$ cat src/rtl/class_argmax_palette_mapper_defines.svh
// assertion macros shared by the class argmax palette mapper rtl
// expects signals clk and rst in the scope where a macro is used
`ifndef CLASS_ARGMAX_PALETTE_MAPPER_DEFINES_SVH
`define CLASS_ARGMAX_PALETTE_MAPPER_DEFINES_SVH

// same-cycle implication, disabled in reset
`define CAM_ASSERT_IMPLY(label, cond, prop, msg) \
  label: assert property (@(posedge clk) disable iff (rst) (cond) |-> (prop)) \
    else $error(msg);

// next-cycle implication, disabled in reset
`define CAM_ASSERT_NEXT(label, cond, prop, msg) \
  label: assert property (@(posedge clk) disable iff (rst) (cond) |=> (prop)) \
    else $error(msg);

`endif

$ cat src/rtl/cam_pkg.sv
// shared types, constants and the voc palette table for the argmax mapper
// no dependencies
package cam_pkg;

  localparam int SCORE_W          = 32;
  localparam int CLASS_W          = 5;
  localparam int COLOUR_W         = 8;
  localparam int PALETTE_SIZE     = 21;
  localparam int MAX_CHANNELS_DEF = 32;

  // packed as red, green, blue
  localparam logic [3*COLOUR_W-1:0] PALETTE [PALETTE_SIZE] = '{
    24'h000000, 24'h800000, 24'h008000, 24'h808000, 24'h000080,
    24'h800080, 24'h008080, 24'h808080, 24'h400000, 24'hC00000,
    24'h408000, 24'hC08000, 24'h400080, 24'hC00080, 24'h408080,
    24'hC08080, 24'h004000, 24'h804000, 24'h00C000, 24'h80C000,
    24'h004080
  };

  // end-of-pixel summary handed from the argmax unit to the output stage
  typedef struct packed {
    logic               done;
    logic [CLASS_W-1:0] class_index;
    logic               miss;
    logic               overflow;
  } pixel_t;

  // maps a float bit pattern onto an unsigned key that orders like the value
  function automatic logic [SCORE_W-1:0] order_key(input logic [SCORE_W-1:0] bits);
    logic [SCORE_W-1:0] b;
    b = (bits[SCORE_W-2:0] == '0) ? '0 : bits;
    if (b[SCORE_W-1]) begin
      return ~b;
    end
    return {1'b1, b[SCORE_W-2:0]};
  endfunction

  function automatic logic [3*COLOUR_W-1:0] palette_rgb(input logic [CLASS_W-1:0] idx);
    if (idx < CLASS_W'(PALETTE_SIZE)) begin
      return PALETTE[idx];
    end
    return '0;
  endfunction

endpackage

$ cat src/rtl/cam_argmax.sv
// running maximum over the class scores of one pixel
// depends on cam_pkg
module cam_argmax import cam_pkg::*; #(
  parameter int MAX_CHANNELS = MAX_CHANNELS_DEF
) (
  input  logic               clk,
  input  logic               rst,
  input  logic               step,
  input  logic [SCORE_W-1:0] score,
  input  logic               last_channel,
  output pixel_t             pixel
);

  localparam int POS_W = $clog2(MAX_CHANNELS + 1);
  localparam int CLS_W = (MAX_CHANNELS > 1) ? $clog2(MAX_CHANNELS) : 1;
  localparam int EXT_W = (CLS_W > CLASS_W) ? CLS_W : CLASS_W;
  localparam int MAX_INDEX = (1 << CLASS_W) - 1;

  logic [SCORE_W-1:0] best_key, best_key_next;
  logic [CLS_W-1:0]   best_class, best_class_next;
  logic [POS_W-1:0]   channel_position;
  logic               overflow_seen, overflow_next;

  logic [SCORE_W-1:0] key;
  logic               take, better;
  logic [EXT_W-1:0]   idx_ext;

  always_comb begin
    key  = order_key(score);
    take = channel_position < POS_W'(MAX_CHANNELS);
    // first score of a pixel wins outright, later ones only when strictly larger
    better = (channel_position == '0) || (key > best_key);
    best_key_next   = best_key;
    best_class_next = best_class;
    if (take && better) begin
      best_key_next   = key;
      best_class_next = channel_position[CLS_W-1:0];
    end
    overflow_next = overflow_seen | ~take;

    idx_ext = EXT_W'(best_class_next);
    pixel.done        = step & last_channel;
    pixel.class_index = (idx_ext > EXT_W'(MAX_INDEX)) ? '1 : idx_ext[CLASS_W-1:0];
    pixel.miss        = idx_ext >= EXT_W'(PALETTE_SIZE);
    pixel.overflow    = overflow_next;
  end

  always_ff @(posedge clk) begin
    if (rst) begin
      best_key         <= '0;
      best_class       <= '0;
      channel_position <= '0;
      overflow_seen    <= 1'b0;
    end else if (step) begin
      if (last_channel) begin
        best_key         <= '0;
        best_class       <= '0;
        channel_position <= '0;
        overflow_seen    <= 1'b0;
      end else begin
        best_key      <= best_key_next;
        best_class    <= best_class_next;
        overflow_seen <= overflow_next;
        if (take) begin
          channel_position <= channel_position + POS_W'(1);
        end
      end
    end
  end

endmodule

$ cat src/rtl/class_argmax_palette_mapper.sv
// Class argmax with PASCAL VOC colouring. One float32 class score is taken per
// beat, every cycle while the result register is free; a pixel's result
// appears in the cycle after the beat flagged last_channel is taken. The single 32-bit
// key compare feeding the palette lookup sets the one-cycle-per-score rate.
// Ties keep the lower channel, -0 equals +0, classes of 21 and above come out
// black with palette_miss, and scores past MAX_CHANNELS are dropped with
// channel_overflow reported at the end of the pixel.
// depends on cam_pkg, cam_argmax and class_argmax_palette_mapper_defines.svh
`include "class_argmax_palette_mapper_defines.svh"

module class_argmax_palette_mapper import cam_pkg::*; #(
  parameter int MAX_CHANNELS = MAX_CHANNELS_DEF
) (
  input  logic                clk,
  input  logic                rst,
  input  logic                in_valid,
  output logic                in_stall,
  input  logic [SCORE_W-1:0]  score,
  input  logic                last_channel,
  output logic                out_valid,
  input  logic                out_stall,
  output logic [CLASS_W-1:0]  class_index,
  output logic [COLOUR_W-1:0] red,
  output logic [COLOUR_W-1:0] green,
  output logic [COLOUR_W-1:0] blue,
  output logic                palette_miss,
  output logic                channel_overflow
);

  logic                  accept;
  pixel_t                pixel;
  logic [3*COLOUR_W-1:0] rgb;

  assign in_stall = out_valid & out_stall;
  assign accept   = in_valid & ~in_stall;

  cam_argmax #(
    .MAX_CHANNELS(MAX_CHANNELS)
  ) u_argmax (
    .clk          (clk),
    .rst          (rst),
    .step         (accept),
    .score        (score),
    .last_channel (last_channel),
    .pixel        (pixel)
  );

  assign rgb = pixel.miss ? '0 : palette_rgb(pixel.class_index);

  always_ff @(posedge clk) begin
    if (rst) begin
      out_valid <= 1'b0;
    end else if (pixel.done) begin
      out_valid <= 1'b1;
    end else if (!out_stall) begin
      out_valid <= 1'b0;
    end
  end

  // result payload, loaded only when the register is free
  always_ff @(posedge clk) begin
    if (pixel.done) begin
      class_index      <= pixel.class_index;
      red              <= rgb[3*COLOUR_W-1:2*COLOUR_W];
      green            <= rgb[2*COLOUR_W-1:COLOUR_W];
      blue             <= rgb[COLOUR_W-1:0];
      palette_miss     <= pixel.miss;
      channel_overflow <= pixel.overflow;
    end
  end

  `CAM_ASSERT_NEXT(a_last_gives_result, accept && last_channel, out_valid,
    "last beat of a pixel did not raise a result")
  `CAM_ASSERT_NEXT(a_taken_result_clears,
    out_valid && !out_stall && !(accept && last_channel), !out_valid,
    "delivered result was repeated")
  `CAM_ASSERT_IMPLY(a_miss_is_black, out_valid && palette_miss,
    red == '0 && green == '0 && blue == '0, "palette miss with a non-black colour")
  `CAM_ASSERT_IMPLY(a_hit_in_range, out_valid && !palette_miss,
    class_index < CLASS_W'(PALETTE_SIZE), "palette hit for an index past the table")

endmodule

$ cat config.mk
export PLATFORM = sky130hd
export DESIGN_NAME = class_argmax_palette_mapper
export DESIGN_NICKNAME = d
export VERILOG_FILES = /design/src/rtl/cam_pkg.sv /design/src/rtl/cam_argmax.sv /design/src/rtl/class_argmax_palette_mapper.sv
export VERILOG_INCLUDE_DIRS = /design/src /design/src/rtl
export SDC_FILE = /design/constraint.sdc
export NUM_CORES = 1
export LEC_CHECK = 0
export BUFFER_PORTS_ARGS = -buffer_cell sky130_fd_sc_hd__buf_2
export CELL_PAD_IN_SITES_DETAIL_PLACEMENT = 0
export CELL_PAD_IN_SITES_GLOBAL_PLACEMENT = 2
export CORE_MARGIN = 8
export CORE_UTILIZATION = 34
export CTS_CLUSTER_DIAMETER = 100
export DETAILED_ROUTE_END_ITERATION = 8
export GPL_TIMING_DRIVEN = 0
export PLACE_DENSITY_LB_ADDON = 0.1
export SYNTH_ARGS = -nofsm -noshare
export SYNTH_HDL_FRONTEND = slang
export SYNTH_SLANG_ARGS = --single-unit
$ cat constraint.sdc
create_clock -name clk -period 6.9 [get_ports clk]
set_input_delay 1.725 -clock clk [delete_from_list [all_inputs] [get_ports clk]]
set_output_delay 1.725 -clock clk [all_outputs]
set_load 0.02 [all_outputs]
==> impl_metrics.csv, run 1 <==
group,metric,value,unit
place,port_buffers,49,
global_routing,overall_fraction_of_global_route_tracks_in_use,0.130,
floorplan,io_pins,70,
yosys,yosysSeqAreaShare,0.347,
floorplan,die_height,119,um
place,placement.setup.worst_slack,467,ps
yosys,combined_area_of_all_synthesized_cells,3630,um2
sta,fmaxAchievable,166,MHz
sta,slew_violations,0,
sta,max_slew_margin,0.509,
yosys,synth-edff-count,12,
yosys,postSynth.topFlopCell,"sky130_fd_sc_hd__dfxtp_1",
yosys,yosysWarningCount,0,
finish,post_route_cells_drive_above_1_share,0.212,
power,irDropWorstVdd,0.0000999,V
global_routing,grt_start_max_net_pins,15,
clocking,clkSlewWorstSetupHoldPaths,60,ps
routing,drtAntennaViolNets,0,
finish,area_growth_syn_to_layout,18.0,%
place,gp_congestion,0.714,
finish,num_antenna_cells,0,
worst_setup_path,arrival,6100,ps
clocking,post-cts-setup-buffer-count,0,
clocking,number_of_clock_buffers_inserted_by_tritoncts,9,
worst_setup_path,largest_fanout_of_any_net_on_the_critical_path,10,
routing,detailroute.via_count,2985,
worst_setup_path,worstPathRequired,6980,ps
routing,first_iter_violations,156,
clocking,ctsLongestPathBuffers,2,
yosys,synthTopCellsByArea,"sky130_fd_sc_hd__dfxtp_1 (25%), sky130_fd_sc_hd__ha_1 (11%), sky130_fd_sc_hd__edfxtp_1 (9.9%)",
place,numPlacedInstances,610,
yosys,synthCells,407,
clocking,cts-hold-fix-buffers,0,
clocking,cts-resized-gates,0,
global_routing,antenna_found_initial,0,
yosys,synth_seq_cells,57,
worst_setup_path,worst_setup_path_start_kind,"input port",
clocking,cts_htree_levels,3,
routing,wire_per_inst,13.9,um
flow_run,max-cap-violations,0,
floorplan,die_area,14200,um2
finish,most-common-layout-cells,"sky130_fd_sc_hd__buf_2 (52), sky130_fd_sc_hd__nor2_1 (45), sky130_fd_sc_hd__dfxtp_1 (45)",
finish,nNetsFinal,555,
power,power.static_leakage,0.00184,uW
routing,drt-pass1-iter-count,5,
sta,fin_tns_setup,0,ps
finish,num-fill-cells,1096,
yosys,syn-mean-instance-area,8.92,um2
global_routing,grt_first_pass_wirelength,15200,um
floorplan,core_area,10400,um2
place,dp_hpwl,6930,um
yosys,asyncSetResetFlopFracSynth,0,
worst_setup_path,path_class,"in2reg",
floorplan,initial_core_util,0.350,
clocking,cts_root_buffer,"sky130_fd_sc_hd__clkbuf_8",
routing,totalWireLength,8720,um
yosys,synth_largest_type_area_fraction,0.248,
floorplan,chipWidth,119,um
run_status,status,"finished clean",
clocking,clk_latency,330,ps
sta,fin_hold_ws,470,ps
finish,layout_commonest_cell,"sky130_fd_sc_hd__buf_2",
sta,worst_slack,881,ps
clocking,clock_sinks,57,
global_routing,first_global_vias,3092,
floorplan,fp-row-count,37,
routing,routed_via_density,4.77,
finish,post_layout_cell_count,626,
sta,clock_skew,10.8,ps
yosys,post_synth_num_cell_types,53,
sta,worst_slew_pin_slew,737,ps
sta,report.final.hold_viol_count,0,
yosys,netlist.top_cell.by_area,"sky130_fd_sc_hd__dfxtp_1",
sta,finalSetupViolations,0,
routing,drc,0,
worst_setup_path,setup.worst_path.end_class,"flop",
sta,rsz0062_at_grt,"no",
min_path,min-delay-path-class,"reg2reg",
global_routing,grt_overflow,0,
power,cellPowerDensity,192,nW/um2
clocking,tritoncts,"built",
sta,period_share,0.872,
power,post-layout-total-power,825,uW
sta,final.min_clock_period,6020,ps
==> per-stage QoR <==
stage | util | cell area [um2]
3_3_place_gp | 0.397 | 4110
6_report | 0.413 | 4280
5_1_grt | 0.413 | 4280
4_1_cts | 0.413 | 4280
3_5_place_dp | 0.397 | 4110
2_1_floorplan | - | 3700
==> sequential cells by signal (all words and copies together), names as in the netlist <==
signal	count
red	2
green	2
palette_miss	1
u_argmax.channel_position	6
u_argmax.overflow_seen	1
u_argmax.best_class	5
channel_overflow	1
class_index	5
blue	1
out_valid	1
u_argmax.best_key	32
==> power breakdown <==
part | internal (uW) | switching, uW
sequential | 353 | 6.36
combinational | 81.7 | 110
clock | 129 | 145
==> final timing paths <==
kind | start | endpoint | slack [ps] | depth (start not counted)
hold / removal | u_argmax.best_class[4]$_SDFFE_PP0P_ | u_argmax.best_class[4]$_SDFFE_PP0P_ | 470 | 1
setup reg to reg | u_argmax.best_key[27]$_SDFFE_PP0P_ | palette_miss$_DFFE_PP_ | 3480 | 11
hold reg to reg | u_argmax.best_class[4]$_SDFFE_PP0P_ | u_argmax.best_class[4]$_SDFFE_PP0P_ | 470 | 1
setup / recovery | score[14] | palette_miss$_DFFE_PP_ | 880 | 16
==> cell usage after synthesis, types with 2 or more instances <==
cell and number:
sky130_fd_sc_hd__a21oi_1 19, sky130_fd_sc_hd__edfxtp_1 12, sky130_fd_sc_hd__and2_2 2, sky130_fd_sc_hd__o21ai_0 10, sky130_fd_sc_hd__nor2b_1 5, sky130_fd_sc_hd__clkbuf_1 7
sky130_fd_sc_hd__nor2_1 45, sky130_fd_sc_hd__nand4_1 10, sky130_fd_sc_hd__nand3_1 12, sky130_fd_sc_hd__nor3_1 5, sky130_fd_sc_hd__buf_4 22, sky130_fd_sc_hd__and4_1 2
sky130_fd_sc_hd__a21boi_0 4, sky130_fd_sc_hd__buf_2 3, sky130_fd_sc_hd__and3_1 2, sky130_fd_sc_hd__a31oi_1 5, sky130_fd_sc_hd__a22o_1 34, sky130_fd_sc_hd__nor4_1 10
sky130_fd_sc_hd__nand2_1 12, sky130_fd_sc_hd__mux2i_1 2, sky130_fd_sc_hd__o21bai_1 2, sky130_fd_sc_hd__a2bb2oi_1 2, sky130_fd_sc_hd__xnor2_1 30, sky130_fd_sc_hd__dfxtp_1 45
sky130_fd_sc_hd__or3_1 2, sky130_fd_sc_hd__ha_1 33, sky130_fd_sc_hd__inv_1 43, sky130_fd_sc_hd__and2_1 2
==> critical path, cell delays in order <==
cell and delay, ps:
sky130_fd_sc_hd__buf_2 120, sky130_fd_sc_hd__nor4_1 330, sky130_fd_sc_hd__nand4_1 260, sky130_fd_sc_hd__nor2_1 280, sky130_fd_sc_hd__clkbuf_1 400, sky130_fd_sc_hd__nor2_1 140
sky130_fd_sc_hd__ha_1 330, sky130_fd_sc_hd__nand4_1 190, sky130_fd_sc_hd__nor4_1 480, sky130_fd_sc_hd__nand4_1 210, sky130_fd_sc_hd__nand3_1 170, sky130_fd_sc_hd__a22oi_2 80
sky130_fd_sc_hd__a211oi_4 480, sky130_fd_sc_hd__mux2i_1 520, sky130_fd_sc_hd__o31ai_1 170, sky130_fd_sc_hd__and2_1 190
==> cell families after synthesis <==
kind of cell	after synthesis	synth area share
compound gates	90	0.186
xor+xnor	31	0.0748
flops	57	0.347
fa+ha+maj	33	0.114
mux	2	0.00552
buf+inv	77	0.108
other cells	1	0.00103
simple gates	116	0.163
==> cell type report <==
class,count,area (um2),share of cell area
tap,136,170,0.0397
multi-input combinational,291,2040,0.477
clock buffer,9,124,0.0289
sequential,57,1260,0.294
buffer,34,231,0.0540
timing repair buffer,49,245,0.0572
clock inverter,7,47.5,0.0111
inverter,43,161,0.0377
==> layer usage <==
| metal | share of wire | track usage | vias to the layer above |
|---|---|---|---|
| met5 | 0 | 0 | - |
| met4 | 0.014 | 0.0445 | 0 |
| met3 | 0.036 | 0.0265 | 11 |
| met2 | 0.47 | 0.211 | 55 |
| met1 | 0.48 | 0.167 | 1362 |
| li1 | - | - | 1557 |
Power figures use the tool's default switching activity.
==> run 2: changes to the inputs <==
--- a/config.mk
+++ b/config.mk
@@ -10,7 +10,7 @@
 export CELL_PAD_IN_SITES_DETAIL_PLACEMENT = 0
 export CELL_PAD_IN_SITES_GLOBAL_PLACEMENT = 2
 export CORE_MARGIN = 8
-export CORE_UTILIZATION = 34
+export CORE_UTILIZATION = 30
 export CTS_CLUSTER_DIAMETER = 100
 export DETAILED_ROUTE_END_ITERATION = 8
 export GPL_TIMING_DRIVEN = 0
==> constraint.sdc (replaced) <==
create_clock -name clk -period 5.4 [get_ports clk]
set_input_delay 1.35 -clock clk [delete_from_list [all_inputs] [get_ports clk]]
set_output_delay 1.35 -clock clk [all_outputs]
set_load 0.02 [all_outputs]
==> impl_metrics.csv, run 2 (synthesis results as in run 1) <==
group,metric,value,unit
global_routing,grt_overflow,0,
sta,worst_slew_pin_slew,732,ps
finish,most-common-layout-cells,"sky130_fd_sc_hd__buf_2 (51), sky130_fd_sc_hd__dfxtp_1 (45), sky130_fd_sc_hd__nor2_1 (44)",
place,port_buffers,49,
flow_run,max-cap-violations,0,
clocking,clock_sinks,57,
routing,routed_via_density,4.71,
finish,area_growth_syn_to_layout,24.1,%
min_path,holdPathStages,1,
worst_setup_path,largest_fanout_of_any_net_on_the_critical_path,10,
floorplan,die_height,126,um
worst_setup_path,worstReg2RegEnd,"palette_miss$_DFFE_PP_",
min_path,holdPathEnd,"u_argmax.best_key[5]$_SDFFE_PP0P_",
floorplan,die_area,15900,um2
finish,layout_commonest_cell,"sky130_fd_sc_hd__buf_2",
routing,wire_per_inst,14.4,um
worst_setup_path,worst_setup_path_start_kind,"input port",
worst_setup_path,setup.reg_to_reg.worst_slack,2300,ps
routing,drtAntennaViolNets,0,
min_path,hold_path_startpoint,"u_argmax.best_key[5]$_SDFFE_PP0P_",
finish,reg_top3,"u_argmax.best_key: 32 flops, u_argmax.channel_position: 6 flops",
power,post-layout-total-power,1300,uW
floorplan,chipWidth,126,um
sta,finalSetupViolations,0,
routing,totalWireLength,9220,um
finish,largest_reg_flops,32,
sta,final.min_clock_period,5090,ps
sta,period_share,0.943,
global_routing,overall_fraction_of_global_route_tracks_in_use,0.120,
worst_setup_path,path_class,"in2reg",
sta,fin_tns_setup,0,ps
sta,fmaxAchievable,196,MHz
global_routing,first_global_vias,3155,
finish,finish.utilization,0.378,
floorplan,core_area,11900,um2
worst_setup_path,crit-reg2reg-launch,"u_argmax.best_key[19]$_SDFFE_PP0P_",
power,irDropWorstVdd,0.000115,V
floorplan,initial_core_util,0.305,
worst_setup_path,worstPathRequired,5490,ps
run_status,status,"finished clean",
sta,fin_hold_ws,473,ps
finish,num_antenna_cells,0,
floorplan,io_pins,70,
routing,drt-pass1-iter-count,6,
power,cellPowerDensity,288,nW/um2
routing,detailroute.via_count,3015,
sta,clock_skew,7.64,ps
sta,slew_violations,0,
finish,nNetsFinal,558,
worst_setup_path,setup.worst_path.end_class,"flop",
global_routing,grt_first_pass_wirelength,15100,um
clocking,clk_latency,340,ps
clocking,clkSlewWorstSetupHoldPaths,60,ps
finish,post_route_cells_drive_above_1_share,0.233,
place,gp_congestion,0.756,
global_routing,antenna_found_initial,0,
global_routing,grt_start_max_net_pins,15,
clocking,number_of_clock_buffers_inserted_by_tritoncts,9,
sta,report.final.hold_viol_count,0,
sta,rsz0062_at_grt,"no",
floorplan,fp-row-count,40,
routing,drc,0,
worst_setup_path,arrival,5180,ps
worst_setup_path,timing.reg2reg.worst_path_depth,12,
clocking,cts_htree_levels,3,
min_path,min-delay-path-class,"reg2reg",
place,dp_hpwl,7150,um
sta,max_slew_margin,0.512,
routing,first_iter_violations,133,
finish,max_flop_register,"u_argmax.best_key",
power,power.static_leakage,0.00194,uW
clocking,ctsLongestPathBuffers,2,
clocking,tritoncts,"built",
clocking,cts_root_buffer,"sky130_fd_sc_hd__clkbuf_16",
==> run 2: cell count changes in the layout (fill, tap and decap cells not counted), sizes merged <==
cell	delta
clkinv	-4
buf	+2
inv	+2
bufinv	+1
clkbuf	+1
clkinvlp	+1
==> run 2: how the worst max path moves through the flow <==
stage	startpoint	end	slack, ps	cells past startpoint
2_1_floorplan	score[1]	palette_miss$_DFFE_PP_	450	15
3_3_place_gp	score[18]	palette_miss$_DFFE_PP_	-750	16
3_5_place_dp	score[18]	palette_miss$_DFFE_PP_	-760	16
4_1_cts	score[18]	palette_miss$_DFFE_PP_	10	16
5_1_grt	score[18]	u_argmax.best_key[20]$_SDFFE_PP0P_	8	18
6_report	score[18]	palette_miss$_DFFE_PP_	310	17
==> run 2: metal layers <==
layer  track usage  share of wire  wire, um  up-vias
li1              -              -         -     1566
met1         0.132           0.45      4120     1383
met4        0.0694          0.014       132        0
met5             0              0         0        -
met2         0.206           0.49      4510       55
met3        0.0312          0.050       461       11
==> run 2: critical path: stages <==
cell and delay [ps]:
sky130_fd_sc_hd__buf_2 110, sky130_fd_sc_hd__nor4_1 400, sky130_fd_sc_hd__nand4_1 240, sky130_fd_sc_hd__nor2_2 200, sky130_fd_sc_hd__buf_2 270, sky130_fd_sc_hd__nor2_1 100, sky130_fd_sc_hd__ha_1 320, sky130_fd_sc_hd__nand4_1 220
sky130_fd_sc_hd__nor4_4 400, sky130_fd_sc_hd__nand4_1 170, sky130_fd_sc_hd__nand3_1 150, sky130_fd_sc_hd__a21oi_1 120, sky130_fd_sc_hd__a211oi_4 260, sky130_fd_sc_hd__buf_12 160, sky130_fd_sc_hd__mux2i_2 360, sky130_fd_sc_hd__o31ai_1 160
sky130_fd_sc_hd__and2_1 190
==> run 2: final cells by class <==
| cell class | count | area [um2] |
|---|---|---|
| buffer | 34 | 240 |
| clock buffer | 9 | 225 |
| clock inverter | 7 | 78.8 |
| fill | 1259 | 7410 |
| inverter | 43 | 161 |
| multi-input combinational | 291 | 2070 |
| sequential | 57 | 1260 |
| tap | 147 | 184 |
| timing repair buffer | 52 | 280 |
==> run 2: timing repair <==
| action | 4_1_cts | 5_1_grt |
|---|---|---|
| pin swaps | 0 | 2 |
| gates cloned | 0 | 0 |
| setup endpoints to repair | 41 | 39 |
| hold buffers | 0 | 0 |
| gates resized for setup | 6 | 7 |
| setup buffers | 0 | 3 |
==> run 2: power breakdown <==
group	total, uW	switching (uW)	leakage (uW)	internal [uW]
clock network	582	221	0.000139	360
logic	254	144	0.00132	110
registers	460	8.18	0.000482	452
total	1300	373	0.00194	922
==> run 2: through the flow <==
stage / area, um2 / std cells / setup slack, ps
finish: 4510 / 640 / 309
global route: 4510 / 640 / 7.74
CTS: 4440 / 637 / 12.0
detailed placement: 4130 / 621 / -757
global placement: 4130 / 621 / -754
floorplan: 3700 / 425 / 448
